--- config.mk ---
export PLATFORM = sky130hd
export DESIGN_NAME = lcd_controller_timing_regs
export DESIGN_NICKNAME = d
export VERILOG_FILES = /design/src/hw/rtl/lcdtr_pkg.sv /design/src/hw/rtl/lcdtr_pal_port.sv /design/src/hw/rtl/lcd_controller_timing_regs.sv
export VERILOG_INCLUDE_DIRS = /design/src /design/src/hw/rtl
export SDC_FILE = /design/constraint.sdc
export NUM_CORES = 1
export LEC_CHECK = 0
export BUFFER_PORTS_ARGS = -buffer_cell sky130_fd_sc_hd__buf_2
export CORE_MARGIN = 3
export CORE_UTILIZATION = 45
export DETAILED_ROUTE_END_ITERATION = 12
export SYNTH_ARGS = -nofsm -noshare
export SYNTH_HDL_FRONTEND = slang
export SYNTH_SLANG_ARGS = --single-unit
--- constraint.sdc ---
create_clock -name clk_i -period 2.6 [get_ports clk_i]
set_input_delay 0.26 -clock clk_i [delete_from_list [all_inputs] [get_ports clk_i]]
set_output_delay 0.26 -clock clk_i [all_outputs]
set_load 0.005 [all_outputs]
--- src/hw/rtl/lcd_controller_timing_regs_defines.svh ---
// ---------------------------------------------------------------------------
// LCD controller timing and registers: assertion macros
// Shared assertion helpers; compiled out when ASSERT_OFF is defined.
// ---------------------------------------------------------------------------
`ifndef LCD_CONTROLLER_TIMING_REGS_DEFINES_SVH
`define LCD_CONTROLLER_TIMING_REGS_DEFINES_SVH

`ifndef ASSERT_OFF
// Checked on every clock edge outside reset
`define LCDTR_ASSERT(label, prop, msg) \
  label: assert property (@(posedge clk_i) disable iff (!rst_ni) prop) else $error(msg);
// Checked on every clock edge, reset included
`define LCDTR_ASSERT_ALL(label, prop, msg) \
  label: assert property (@(posedge clk_i) prop) else $error(msg);
`else
`define LCDTR_ASSERT(label, prop, msg)
`define LCDTR_ASSERT_ALL(label, prop, msg)
`endif

`endif

--- src/hw/rtl/lcdtr_pkg.sv ---
// ---------------------------------------------------------------------------
// LCD controller timing and registers: package
// Opcodes, register addresses, timing constants and shared types.
// ---------------------------------------------------------------------------
package lcdtr_pkg;

  // Request kinds carried on the input stream
  typedef enum logic [1:0] {
    OP_TICK  = 2'd0,
    OP_READ  = 2'd1,
    OP_WRITE = 2'd2
  } opcode_e;

  // I/O register addresses (low byte)
  localparam logic [7:0] ADDR_LCDC = 8'h40;
  localparam logic [7:0] ADDR_STAT = 8'h41;
  localparam logic [7:0] ADDR_SCY  = 8'h42;
  localparam logic [7:0] ADDR_SCX  = 8'h43;
  localparam logic [7:0] ADDR_LY   = 8'h44;
  localparam logic [7:0] ADDR_LYC  = 8'h45;
  localparam logic [7:0] ADDR_BGP  = 8'h47;
  localparam logic [7:0] ADDR_OBP0 = 8'h48;
  localparam logic [7:0] ADDR_OBP1 = 8'h49;
  localparam logic [7:0] ADDR_WY   = 8'h4a;
  localparam logic [7:0] ADDR_WX   = 8'h4b;
  localparam logic [7:0] ADDR_VBK  = 8'h4f;
  localparam logic [7:0] ADDR_BCPS = 8'h68;
  localparam logic [7:0] ADDR_BCPD = 8'h69;
  localparam logic [7:0] ADDR_OCPS = 8'h6a;
  localparam logic [7:0] ADDR_OCPD = 8'h6b;

  // Reset values and fixed read patterns
  localparam logic [7:0] LCDC_RESET  = 8'h91;
  localparam logic [7:0] BGP_RESET   = 8'hfc;
  localparam logic [7:0] OBP_RESET   = 8'hff;
  localparam logic [7:0] UNMAPPED_RD = 8'hff;
  localparam logic [7:0] VBK_RD_MASK = 8'hfe;
  localparam logic [7:0] STAT_RD_MASK = 8'hf8;

  // Line timing
  localparam logic [7:0] LAST_LINE   = 8'd153;
  localparam logic [7:0] VBLANK_LINE = 8'd144;
  localparam logic [8:0] CLK_STEP    = 9'd4;
  localparam logic [8:0] CLK_MODE3   = 9'd80;
  localparam logic [8:0] CLK_MODE0   = 9'd248;
  localparam logic [8:0] CLK_LINE    = 9'd392;
  localparam logic [8:0] CLK_VBLINE  = 9'd456;

  // STAT mode codes
  localparam logic [1:0] MODE_HBLANK = 2'd0;
  localparam logic [1:0] MODE_VBLANK = 2'd1;
  localparam logic [1:0] MODE_OAM    = 2'd2;
  localparam logic [1:0] MODE_XFER   = 2'd3;

  // Palette RAM geometry
  localparam int unsigned PAL_DEPTH = 64;
  localparam int unsigned PAL_AW    = 6;

  // Control bundle from the register file to one palette port
  typedef struct packed {
    logic       rd_en;    // capture the data at the current index
    logic       sel_we;   // write the select register
    logic       data_we;  // write the data port
    logic [7:0] wdata;
  } pal_req_t;

endpackage

--- src/hw/rtl/lcdtr_pal_port.sv ---
// ---------------------------------------------------------------------------
// LCD controller palette port
// Select register with auto-increment and a 64-byte palette RAM.
// ---------------------------------------------------------------------------
module lcdtr_pal_port (
  input  logic               clk_i,
  input  logic               rst_ni,
  input  lcdtr_pkg::pal_req_t req_i,
  output logic [7:0]         sel_o,     // select register value
  output logic [7:0]         rd_data_o  // data captured at the last rd_en
);

  logic [7:0]                          sel_q, sel_d;
  logic [lcdtr_pkg::PAL_DEPTH-1:0]     valid_q;
  logic [7:0]                          ram [lcdtr_pkg::PAL_DEPTH];
  logic [7:0]                          rd_data_q;
  logic                                rd_valid_q;
  logic [lcdtr_pkg::PAL_AW-1:0]        pos;

  assign pos = sel_q[lcdtr_pkg::PAL_AW-1:0];

  // Select register: direct write, or bump after a data write in auto mode
  always_comb begin
    sel_d = sel_q;
    if (req_i.sel_we) begin
      sel_d = req_i.wdata;
    end else if (req_i.data_we && sel_q[7]) begin
      sel_d = {1'b1, 1'b0, pos + 6'd1};
    end
  end

  always_ff @(posedge clk_i or negedge rst_ni) begin
    if (!rst_ni) begin
      sel_q   <= '0;
      valid_q <= '0;
    end else begin
      sel_q <= sel_d;
      if (req_i.data_we) begin
        valid_q[pos] <= 1'b1;
      end
    end
  end

  // Palette RAM: one write port, registered read
  always_ff @(posedge clk_i) begin
    if (req_i.data_we) begin
      ram[pos] <= req_i.wdata;
    end
  end

  always_ff @(posedge clk_i or negedge rst_ni) begin
    if (!rst_ni) begin
      rd_valid_q <= 1'b0;
    end else if (req_i.rd_en) begin
      rd_valid_q <= valid_q[pos];
    end
  end

  always_ff @(posedge clk_i) begin
    if (req_i.rd_en) begin
      rd_data_q <= ram[pos];
    end
  end

  // Entries never written read as zero
  assign sel_o     = sel_q;
  assign rd_data_o = rd_valid_q ? rd_data_q : 8'h00;

endmodule

--- src/hw/rtl/lcd_controller_timing_regs.sv ---
// ---------------------------------------------------------------------------
// LCD controller timing and register file
// Line clock, LY/STAT timing with interrupts, and the LCD I/O registers.
// ---------------------------------------------------------------------------
// Usage:
//   Requests enter on the s_axis channel: tuser holds the opcode (tick of four
//   dot clocks, register read, register write), tdata the register address
//   and the write byte. Each request yields exactly one result on m_axis:
//   the read byte plus the STAT and vblank interrupt flags raised by a tick.
//   cfg_we_i/cfg_wdata_i set the color-mode flag; write it only while idle.
// Timing and throughput:
//   A result appears in the cycle after its request is taken; one request per
//   cycle is sustained while m_axis takes each result. The state update and
//   result are computed in the accepting cycle and held in the output
//   register; palette data comes from a registered read of the palette RAM.
// Reset:
//   All registers return to their power-on values; the palette RAMs read
//   as zero until written (per-entry valid bits, no clearing pass).
// Stall:
//   While a result waits on m_axis, s_axis_tready stays low unless the
//   result is taken in the same cycle.
// ---------------------------------------------------------------------------
`include "lcd_controller_timing_regs_defines.svh"

module lcd_controller_timing_regs (
  input  logic        clk_i,
  input  logic        rst_ni,
  // configuration
  input  logic        cfg_we_i,
  input  logic        cfg_wdata_i,    // cgb_mode
  // request stream
  input  logic        s_axis_tvalid,
  output logic        s_axis_tready,
  input  logic [15:0] s_axis_tdata,   // [7:0] reg_addr, [15:8] write_data
  input  logic [1:0]  s_axis_tuser,   // [1:0] opcode
  // result stream
  output logic        m_axis_tvalid,
  input  logic        m_axis_tready,
  output logic [15:0] m_axis_tdata    // [7:0] read_data, [8] lcdc_irq,
                                      // [9] vblank_irq, [15:10] zero
);

  // Result source for read_data
  typedef enum logic [2:0] {
    SRC_REG = 3'b001,
    SRC_BGD = 3'b010,
    SRC_OBD = 3'b100
  } rd_src_e;

  logic       accept;
  logic [1:0] op;
  logic [7:0] addr, wdata;
  logic       cgb_q;

  logic [7:0] lcdc_q, lcdc_d, stat_q, stat_d, scy_q, scy_d, scx_q, scx_d;
  logic [7:0] ly_q, ly_d, lyc_q, lyc_d, bgp_q, bgp_d, obp0_q, obp0_d;
  logic [7:0] obp1_q, obp1_d, wy_q, wy_d, wx_q, wx_d;
  logic [8:0] dot_q, dot_d, dot_add;
  logic [1:0] mode_q, mode_d;
  logic       vbk_q, vbk_d;
  logic [7:0] ly_inc, ly_new;
  logic       line_step, stat_irq, vb_irq;
  logic [7:0] rd_val;
  rd_src_e    src_d, src_q;

  logic       out_valid_q;
  logic [7:0] rd_q;
  logic       stat_irq_q, vb_irq_q;

  lcdtr_pkg::pal_req_t bg_req, obj_req;
  logic [7:0] bg_sel, obj_sel, bg_rd, obj_rd;

  assign op    = s_axis_tuser;
  assign addr  = s_axis_tdata[7:0];
  assign wdata = s_axis_tdata[15:8];

  // Output register empties or drains this cycle
  assign s_axis_tready = !out_valid_q || m_axis_tready;
  assign accept        = s_axis_tvalid && s_axis_tready;

  // Color-mode configuration
  always_ff @(posedge clk_i or negedge rst_ni) begin
    if (!rst_ni) begin
      cgb_q <= 1'b0;
    end else if (cfg_we_i) begin
      cgb_q <= cfg_wdata_i;
    end
  end

  // Tick timing and register writes
  assign dot_add = dot_q + lcdtr_pkg::CLK_STEP;
  assign ly_inc  = ly_q + 8'd1;
  assign ly_new  = (ly_inc > lcdtr_pkg::LAST_LINE) ? 8'd0 : ly_inc;

  always_comb begin
    lcdc_d = lcdc_q; stat_d = stat_q; scy_d = scy_q; scx_d = scx_q;
    ly_d = ly_q; lyc_d = lyc_q; bgp_d = bgp_q; obp0_d = obp0_q;
    obp1_d = obp1_q; wy_d = wy_q; wx_d = wx_q; dot_d = dot_q;
    mode_d = mode_q; vbk_d = vbk_q;
    line_step = 1'b0;
    stat_irq  = 1'b0;
    vb_irq    = 1'b0;
    unique case (op)
      lcdtr_pkg::OP_TICK: begin
        if (lcdc_q[7]) begin
          dot_d = dot_add;
          if (ly_q >= lcdtr_pkg::VBLANK_LINE) begin
            line_step = (dot_add >= lcdtr_pkg::CLK_VBLINE);
          end else if (dot_add == lcdtr_pkg::CLK_MODE3) begin
            mode_d = lcdtr_pkg::MODE_XFER;
          end else if (dot_add == lcdtr_pkg::CLK_MODE0) begin
            mode_d   = lcdtr_pkg::MODE_HBLANK;
            stat_irq = stat_q[3];
          end else if (dot_add == lcdtr_pkg::CLK_LINE) begin
            line_step = 1'b1;
          end
          // new line: LYC compare, OAM or vblank entry
          if (line_step) begin
            dot_d = '0;
            ly_d  = ly_new;
            if (ly_new == lyc_q && stat_q[6]) begin
              stat_irq = 1'b1;
            end
            if (ly_new < lcdtr_pkg::VBLANK_LINE) begin
              mode_d = lcdtr_pkg::MODE_OAM;
              if (stat_q[5]) stat_irq = 1'b1;
            end else if (ly_new == lcdtr_pkg::VBLANK_LINE) begin
              mode_d = lcdtr_pkg::MODE_VBLANK;
              if (stat_q[4]) stat_irq = 1'b1;
              vb_irq = 1'b1;
            end
          end
        end
      end
      lcdtr_pkg::OP_WRITE: begin
        unique case (addr)
          lcdtr_pkg::ADDR_LCDC: begin
            if (lcdc_q[7] != wdata[7]) begin
              ly_d   = '0;
              mode_d = lcdtr_pkg::MODE_HBLANK;
              dot_d  = '0;
            end
            lcdc_d = wdata;
          end
          lcdtr_pkg::ADDR_STAT: stat_d = wdata;
          lcdtr_pkg::ADDR_SCY:  scy_d  = wdata;
          lcdtr_pkg::ADDR_SCX:  scx_d  = wdata;
          lcdtr_pkg::ADDR_LY:   ly_d   = wdata;
          lcdtr_pkg::ADDR_LYC:  lyc_d  = wdata;
          lcdtr_pkg::ADDR_BGP:  bgp_d  = wdata;
          lcdtr_pkg::ADDR_OBP0: obp0_d = wdata;
          lcdtr_pkg::ADDR_OBP1: obp1_d = wdata;
          lcdtr_pkg::ADDR_WY:   wy_d   = wdata;
          lcdtr_pkg::ADDR_WX:   wx_d   = wdata;
          lcdtr_pkg::ADDR_VBK:  if (cgb_q) vbk_d = wdata[0];
          default: ;
        endcase
      end
      default: ;
    endcase
  end

  // Palette port requests
  always_comb begin
    bg_req.rd_en   = accept;
    bg_req.wdata   = wdata;
    bg_req.sel_we  = accept && op == lcdtr_pkg::OP_WRITE && cgb_q
                     && addr == lcdtr_pkg::ADDR_BCPS;
    bg_req.data_we = accept && op == lcdtr_pkg::OP_WRITE && cgb_q
                     && addr == lcdtr_pkg::ADDR_BCPD;
    obj_req.rd_en   = accept;
    obj_req.wdata   = wdata;
    obj_req.sel_we  = accept && op == lcdtr_pkg::OP_WRITE && cgb_q
                      && addr == lcdtr_pkg::ADDR_OCPS;
    obj_req.data_we = accept && op == lcdtr_pkg::OP_WRITE && cgb_q
                      && addr == lcdtr_pkg::ADDR_OCPD;
  end

  lcdtr_pal_port u_bg_pal (
    .clk_i     (clk_i),
    .rst_ni    (rst_ni),
    .req_i     (bg_req),
    .sel_o     (bg_sel),
    .rd_data_o (bg_rd)
  );

  lcdtr_pal_port u_obj_pal (
    .clk_i     (clk_i),
    .rst_ni    (rst_ni),
    .req_i     (obj_req),
    .sel_o     (obj_sel),
    .rd_data_o (obj_rd)
  );

  // Register read mux
  always_comb begin
    rd_val = lcdtr_pkg::UNMAPPED_RD;
    src_d  = SRC_REG;
    unique case (addr)
      lcdtr_pkg::ADDR_LCDC: rd_val = lcdc_q;
      lcdtr_pkg::ADDR_STAT: rd_val = (stat_q & lcdtr_pkg::STAT_RD_MASK)
                                     | {5'd0, (ly_q == lyc_q), mode_q};
      lcdtr_pkg::ADDR_SCY:  rd_val = scy_q;
      lcdtr_pkg::ADDR_SCX:  rd_val = scx_q;
      lcdtr_pkg::ADDR_LY:   rd_val = ly_q;
      lcdtr_pkg::ADDR_LYC:  rd_val = lyc_q;
      lcdtr_pkg::ADDR_BGP:  rd_val = bgp_q;
      lcdtr_pkg::ADDR_OBP0: rd_val = obp0_q;
      lcdtr_pkg::ADDR_OBP1: rd_val = obp1_q;
      lcdtr_pkg::ADDR_WY:   rd_val = wy_q;
      lcdtr_pkg::ADDR_WX:   rd_val = wx_q;
      lcdtr_pkg::ADDR_VBK:  if (cgb_q) rd_val = lcdtr_pkg::VBK_RD_MASK | {7'd0, vbk_q};
      lcdtr_pkg::ADDR_BCPS: if (cgb_q) rd_val = bg_sel;
      lcdtr_pkg::ADDR_BCPD: if (cgb_q) src_d = SRC_BGD;
      lcdtr_pkg::ADDR_OCPS: if (cgb_q) rd_val = obj_sel;
      lcdtr_pkg::ADDR_OCPD: if (cgb_q) src_d = SRC_OBD;
      default: ;
    endcase
    if (op != lcdtr_pkg::OP_READ) begin
      rd_val = 8'h00;
      src_d  = SRC_REG;
    end
  end

  // Register file and timing state
  always_ff @(posedge clk_i or negedge rst_ni) begin
    if (!rst_ni) begin
      lcdc_q <= lcdtr_pkg::LCDC_RESET;
      stat_q <= '0;
      scy_q  <= '0;
      scx_q  <= '0;
      ly_q   <= '0;
      lyc_q  <= '0;
      bgp_q  <= lcdtr_pkg::BGP_RESET;
      obp0_q <= lcdtr_pkg::OBP_RESET;
      obp1_q <= lcdtr_pkg::OBP_RESET;
      wy_q   <= '0;
      wx_q   <= '0;
      dot_q  <= '0;
      mode_q <= lcdtr_pkg::MODE_HBLANK;
      vbk_q  <= 1'b0;
    end else if (accept) begin
      lcdc_q <= lcdc_d;
      stat_q <= stat_d;
      scy_q  <= scy_d;
      scx_q  <= scx_d;
      ly_q   <= ly_d;
      lyc_q  <= lyc_d;
      bgp_q  <= bgp_d;
      obp0_q <= obp0_d;
      obp1_q <= obp1_d;
      wy_q   <= wy_d;
      wx_q   <= wx_d;
      dot_q  <= dot_d;
      mode_q <= mode_d;
      vbk_q  <= vbk_d;
    end
  end

  // Result register
  always_ff @(posedge clk_i or negedge rst_ni) begin
    if (!rst_ni) begin
      out_valid_q <= 1'b0;
      src_q       <= SRC_REG;
    end else if (s_axis_tready) begin
      out_valid_q <= s_axis_tvalid;
      if (s_axis_tvalid) begin
        src_q <= src_d;
      end
    end
  end

  always_ff @(posedge clk_i) begin
    if (accept) begin
      rd_q       <= rd_val;
      stat_irq_q <= stat_irq;
      vb_irq_q   <= vb_irq;
    end
  end

  logic [7:0] rd_out;
  always_comb begin
    unique case (src_q)
      SRC_BGD: rd_out = bg_rd;
      SRC_OBD: rd_out = obj_rd;
      default: rd_out = rd_q;
    endcase
  end

  assign m_axis_tvalid = out_valid_q;
  assign m_axis_tdata  = {6'd0, vb_irq_q, stat_irq_q, rd_out};

  // Line clock only moves in steps of four
  `LCDTR_ASSERT(a_dot_aligned, dot_q[1:0] == 2'b00, "line clock misaligned")
  // With the LCD off and no request the line clock holds
  `LCDTR_ASSERT(a_dot_frozen, !lcdc_q[7] && !accept |=> $stable(dot_q),
                "line clock moved while LCD off")
  // A pending vblank result matches the state that raised it
  `LCDTR_ASSERT(a_vblank_state,
                out_valid_q && m_axis_tdata[9] |->
                ly_q == lcdtr_pkg::VBLANK_LINE && mode_q == lcdtr_pkg::MODE_VBLANK,
                "vblank interrupt without vblank state")
  // Nothing pending right after reset
  `LCDTR_ASSERT_ALL(a_reset_empty, !rst_ni |=> !out_valid_q || rst_ni,
                    "result pending out of reset")

endmodule
; Word-level counts from Yosys, hierarchy flattened
; Memories as Yosys holds them, arrays and structs flattened. A register that Yosys moved wholly into a read port is not among the register bits.
; Index checks and enable logic that the tools add are counted.
[totals]
reg_bits = 261
ramBits = 1024
in_bits = 24
word_cells = 177
mem_count = 2
[op_classes]
n_addsub = 4
magnitude_cmp = 8
eq_ne = 33
n_mux = 64
n_bitwise = 6
n_reduce_logical = 34
[mem_list]
columns = name, depth, width, rd, rd_ports_with_merged_regs, wr, line
row1 = u_bg_pal.ram, 64, 8, 1, 1, 1, lcdtr_pal_port.sv:15  ; logic [7:0] ram [lcdtr_pkg::PAL_DEPTH];
row2 = u_obj_pal.ram, 64, 8, 1, 1, 1, lcdtr_pal_port.sv:15
[op_table]
columns = op, n
row1 = $eq A8 B7 Y1 const B, 16
row2 = $or A64 B64 Y64, 2
row3 = $pmux W8 S14, 1
row4 = $mux W8, 12
row5 = $pmux W8 S2, 3
row6 = $mux W9, 4
row7 = $reduce_and A3 Y1, 10
row8 = $mux W1, 25
row9 = $mux W2, 10
row10 = $pmux W9 S2, 1
row11 = $eq A8 B8 Y1, 2
row12 = $lt A6 B7 Y1 const B, 2
row13 = $add A6 B1 Y6 const B, 2
row14 = $bmux W1 S6, 2
row15 = $demux W1 S6, 2
row16 = $ge A6 B1 Y1 const B, 2
row17 = $logic_and A1 B1 Y1, 12
row18 = $add A9 B3 Y9 const B, 1
row19 = $eq A9 B7 Y1 const B, 1
row20 = $eq A9 B8 Y1 const B, 1
row21 = $eq A9 B9 Y1 const B, 1
row22 = $ge A9 B9 Y1 const B, 1
row23 = $add A8 B1 Y8 const B, 1
row24 = $eq A8 B8 Y1 const B, 1
row25 = 25 further kinds, 34

; Depth between registers and ports, before layout
[depth]
word_depth = 11
depth_mapped = 11

; Modules after synthesis
; From an unflattened synthesis, not the netlist that was laid out.
[unflattened]
hier_cells = 3321
hier_area_um2 = 53281.1
[by_module_without_submodules]
columns = mod, n_inst, cells_each, area_each_um2, seq_area_each_um2
row1 = lcdtr_pal_port at u_bg_pal, 1, 1350, 23450.0, 17441.7
row2 = lcdtr_pal_port at u_obj_pal, 1, 1338, 23292.3, 17441.7
row3 = lcd_controller_timing_regs, 1, 633, 6538.8, 2835.2

; Worst setup path after synthesis
; Ideal clock, no wire load.
[synth_path]
path_type = register -> register
from = register ly_q[1]
to = register stat_irq_q, data pin
setup_ns = 0.280
arrival_ns = 2.233
path_slack_ns = 0.087
stages_incl_launch_ff = 10
path_buffers = 1
path_cell_list = dfrtp_1 > ha_1 > buf_2 > nand3_2 > o21ai_0 > nand4_1 > o21ai_0 > a21oi_1 > o2111ai_1 > a221oi_2
[synth_via]
elab_chain_len = 10
elab_cells_between_ends = 18
classes_between = add/sub: 1 / order compare: 3 / eq/ne: 2 / mux: 11 / reduce/logical: 1
[synth_rtl]
columns = element, line
row1 = start: declaration, lcd_controller_timing_regs.sv:56  ; logic [7:0] ly_q, ly_d, lyc_q, lyc_d, bgp_q, bgp_d, obp0_q, obp0_d;
row2 = start signal: assignment, lcd_controller_timing_regs.sv:247  ; ly_q <= ly_d;
row3 = $add A8 B1 Y8, lcd_controller_timing_regs.sv:92  ; assign ly_inc = ly_q + 8'd1;
row4 = $gt A8 B8 Y1, lcd_controller_timing_regs.sv:93  ; assign ly_new = (ly_inc > lcdtr_pkg::LAST_LINE) ? 8'd0 : ly_inc;
row5 = $mux W8, lcd_controller_timing_regs.sv:93
row6 = $eq A8 B8 Y1, lcd_controller_timing_regs.sv:121  ; if (ly_new == lyc_q && stat_q[6]) begin
row7 = $logic_and A1 B1 Y1, lcd_controller_timing_regs.sv:121
row8 = $mux W1, lcd_controller_timing_regs.sv:121
row9 = $mux W1, lcd_controller_timing_regs.sv:129  ; if (stat_q[4]) stat_irq = 1'b1;
row10 = $mux W1, lcd_controller_timing_regs.sv:127  ; end else if (ly_new == lcdtr_pkg::VBLANK_LINE) begin
row11 = $mux W1, lcd_controller_timing_regs.sv:124  ; if (ly_new < lcdtr_pkg::VBLANK_LINE) begin
row12 = $mux W1 *, lcd_controller_timing_regs.sv:118  ; if (line_step) begin
row13 = end signal: assignment, lcd_controller_timing_regs.sv:276  ; stat_irq_q <= stat_irq;
row14 = end: declaration, lcd_controller_timing_regs.sv:68  ; logic stat_irq_q, vb_irq_q;
; Every way passes the cells marked *; elsewhere a longest branch is shown, timed or not. The select of a mux whose other input is x is not followed.
; A chain may end at the register's enable or synchronous reset.

==> results.tsv <==
stage	metric	value	unit
outcome	outcome	complete, but fails checks	
outcome	violations	negative setup slack	
worst_hold_path	hold_path.class	in -> reg	
timing	timing.setup.tns	-0.477	ns
route	first_pass_iters	7	
yosys	ys.flop_type	edfxtp_1	
yosys	post-synth-top-area-cell	edfxtp_1	
worst_setup_path	crit_required	3.07	ns
timing	layout_min_cycle_time	2.70	ns
yosys	yosys-top-cells-count	edfxtp_1, nor2_1, dfrtp_1	
placed_design	placed_cell_area	59200	um^2
yosys	synth-edff-count	1050	
final_layout	n_fill_cell	9050	
yosys	netlist_area	52500	um^2
timing	rsz0062_at_grt	true	
yosys	syn_avg_cell_area	15.4	um^2
yosys	synthTopCellsByArea	edfxtp_1, dfrtp_1, mux2i_1	
worst_setup_path	worstSetupEndpointType	register	
floorplanning	std_cell_rows	124	
yosys	synth-warning-count	0	
clock_network	cts_tree	built	
clock_network	cts-buffers-inserted	139	
grt	grt_pass1_wl	240	mm
power	power.density	656	nW/um^2
floorplanning	die_w	348	um
power	netSwitchingPower	9.30	mW
yosys	synth_top_cell_area_share	60.0	%
grt	antenna_found_initial	4	
route	drc_errors	0	
timing	hold_slack	0.0256	ns
grt	grt_start_max_net_pins	98	
clock_network	root_buffer	clkbuf_16	
route	drtIter0Drc	4489	
yosys	yosysMostFrequentCell	edfxtp_1	
power	seq_power_share	52.4	%
floorplanning	die_h	348	um
power	total_power	43.1	mW
worst_setup_path	arrival	3.17	ns
placed_design	dp_cells	5397	
grt	gr-usage-all-layers	27.2	%
final_layout	finish.instance_area	65600	um^2
clock_network	clock_sinks	1296	
power	p_clk_share	44.8	%
floorplanning	start_util	45.6	%
timing	setup_viol	11	
worst_setup_path	slowest_stage	or4_1	
timing	fin_crit_sh	104	%
floorplanning	ios	42	
final_layout	multi_input_area	14700	um^2
yosys	postSynth.asyncResetShare	19.0	%
placed_design	io_buffers	35	
final_layout	area_delta_synth_final	24.9	%
power	ir_drop	0.695	mV
floorplanning	core-area	115000	um^2
grt	gr-total-overflow	0	
clock_network	clkTransAtPathRegs	0.06	ns
timing	drv_slew	0	
power	switching_share	21.6	%
route	vias	35000	
grt	grt_pass1_vias	34100	
yosys	ys_ff_latch	1296	
timing	tightest_slew	0.841	ns
worst_setup_path	cp_cell_sequence	buf_6, buf_12, buf_6, mux2_4, a221oi_4, a21oi_2, a21oi_2, o22ai_4, or4_1	
route	wire_per_inst	29.0	um
final_layout	nets	4139	
worst_setup_path	startpoint_type	register	
yosys	ys_types	85	
power	p_int	33.8	mW
timing	fin_skew	0.0535	ns
worst_setup_path	crit_path_max_incr_delay	0.53	ns
timing	setup_slack	-0.0982	ns
worst_setup_path	timing_worst_setup_path_type	reg -> reg	
clock_network	clockBufferDepth	3	
final_layout	final_cells	5739	
placed_design	hpwl	110	mm
route	vias_per_cell	6.10	
worst_setup_path	crit_fanout	6	
power	pwr-share-comb	2.9	%
yosys	netlist_instances	3413	
final_layout	seq_area	37700	um^2
final_layout	drive_gt1_share	35.4	%
timing	hold_violations	0	
job	max-cap-violations	0	
timing	slew_headroom	43.9	%
power	total_leakage_power	24.3	nW
clock_network	clkLatencyLatePin	0.76	ns
floorplanning	die_area	121000	um^2
route	wl	166	mm
yosys	ys_seq_area_share	71.8	%
clock_network	h-tree-depth	4	
route	final_antenna_net_count	0	
timing	timing.fmax	371	MHz
placed_design	place.gp.congestion	0.932	
## through the flow
step | worst slack, ns | util, %
after floorplan | 0.0870 | -
after global placement | -0.562 | 51.4
after detailed placement | -0.502 | 51.4
after CTS | -0.0998 | 56.0
after global routing | -0.139 | 57.0
final | -0.0982 | 57.0
## power by group through the flow
stage	Clock (mW)	Sequential, mW	Combinational, mW
after CTS	19.5	22.6	1.20
final	19.3	22.6	1.23
after detailed placement	0	23.0	1.15
after global routing	20.3	22.5	1.31
after floorplan	0	23.0	0.332
after global placement	0	23.0	1.14
## area by class of cell
type | instances | area share (%)
diodes | 2 | 0.00763
repair buffers | 746 | 10.1
inverters | 31 | 0.177
clock inverters | 67 | 1.02
clock buffers | 191 | 5.78
flip-flops and latches | 1296 | 57.6
multi-input cells | 1894 | 22.4
well taps | 1512 | 2.88
## routing by layer
metal	routed length [um]	track usage, %	up-vias	part of all wire (%)
li1	-	-	14800	-
met1	68100	38.8	17900	41
met2	76500	42.2	1959	46
met3	16000	5.16	331	9.6
met4	5730	9.13	2	3.4
met5	13	0	-	0.0078
## flip-flops by register name (all words and copies together), names as in the netlist, 3 cells and up
| signal | cells |
|---|---|
| u_obj_pal.sel_o | 8 |
| rd_q | 8 |
| u_bg_pal.rd_data_q | 8 |
| scx_q | 8 |
| u_bg_pal.sel_o | 8 |
| lcdc_q | 8 |
| u_bg_pal.valid_q | 64 |
| obp0_q | 8 |
| lyc_q | 8 |
| ly_q | 8 |
| u_obj_pal.rd_data_q | 8 |
| obp1_q | 8 |
| wy_q | 8 |
| scy_q | 8 |
| src_q | 3 |
| wx_q | 8 |
| u_obj_pal.valid_q | 64 |
| stat_q | 5 |
| dot_q | 7 |
| u_obj_pal.ram | 512 |
| bgp_q | 8 |
| u_bg_pal.ram | 512 |
## worst paths after layout
check,endpoint,depth (start not counted),from,slack (ns)
max in group asynchronous,u_bg_pal.valid_q[17]$_DFFE_PN0P_,4,rst_ni,1.69
setup reg to reg,u_bg_pal.rd_data_q[2]$_DFFE_PP_,9,u_bg_pal.sel_o[1]$_DFFE_PN0P_,-0.1
setup / recovery,u_bg_pal.rd_data_q[2]$_DFFE_PP_,9,u_bg_pal.sel_o[1]$_DFFE_PN0P_,-0.1
min in group asynchronous,u_bg_pal.valid_q[39]$_DFFE_PN0P_,2,rst_ni,0.06
hold / removal,lcdc_q[7]$_DFFE_PN1P_,2,s_axis_tdata[15],0.03
hold reg to reg,u_bg_pal.valid_q[5]$_DFFE_PN0P_,1,u_bg_pal.valid_q[5]$_DFFE_PN0P_,0.46
## worst max-delay path: cells and delay by family, from the launching register on
kind | cells | cell delay (ns)
multiplexers | 1 | 0.32
buffers and inverters | 3 | 0.41
AND/OR/NAND/NOR | 1 | 0.53
flip-flops | 1 | 0.49
AO/OA/AOI/OAI | 4 | 0.66
## placed cells by master (no fill, tap or decap), types with 20 or more instances in the layout
cell type / instances
dfrtp_1: 210
edfxtp_1: 1050
a22o_1: 38
a31oi_1: 20
mux2i_1: 155
clkinv_1: 21
a21oi_2: 23
dfstp_2: 26
nand2_1: 143
clkbuf_1: 40
a221oi_2: 28
clkinv_2: 22
clkbuf_16: 141
o211ai_1: 20
buf_12: 64
a22oi_1: 125
a222oi_1: 23
buf_6: 27
mux4_2: 61
nor2_1: 263
mux2_2: 142
buf_4: 607
a21oi_1: 110
a221oi_1: 60
buf_2: 25
o22ai_1: 69
or2_2: 135
inv_1: 26
o21ai_0: 77
nand3_1: 38
## cell families after synthesis
family	count (synthesis)	synth area share, %
compound gates	727	9.68
xor+xnor	30	0.553
fa+ha+maj	7	0.167
buf+inv	228	1.95
flops	1296	71.8
mux	369	8.83
other cells	1	0.00714
simple gates	755	6.98
## repair_timing
item,CTS,global route
hold buffers,10,0
resized for setup,102,164
endpoints found under the setup margin,74,254
pin swaps,20,65
gates cloned,3,2
buffers inserted,26,44
endpoints found under the hold margin,209,0
(Power assumes the default switching activity.)
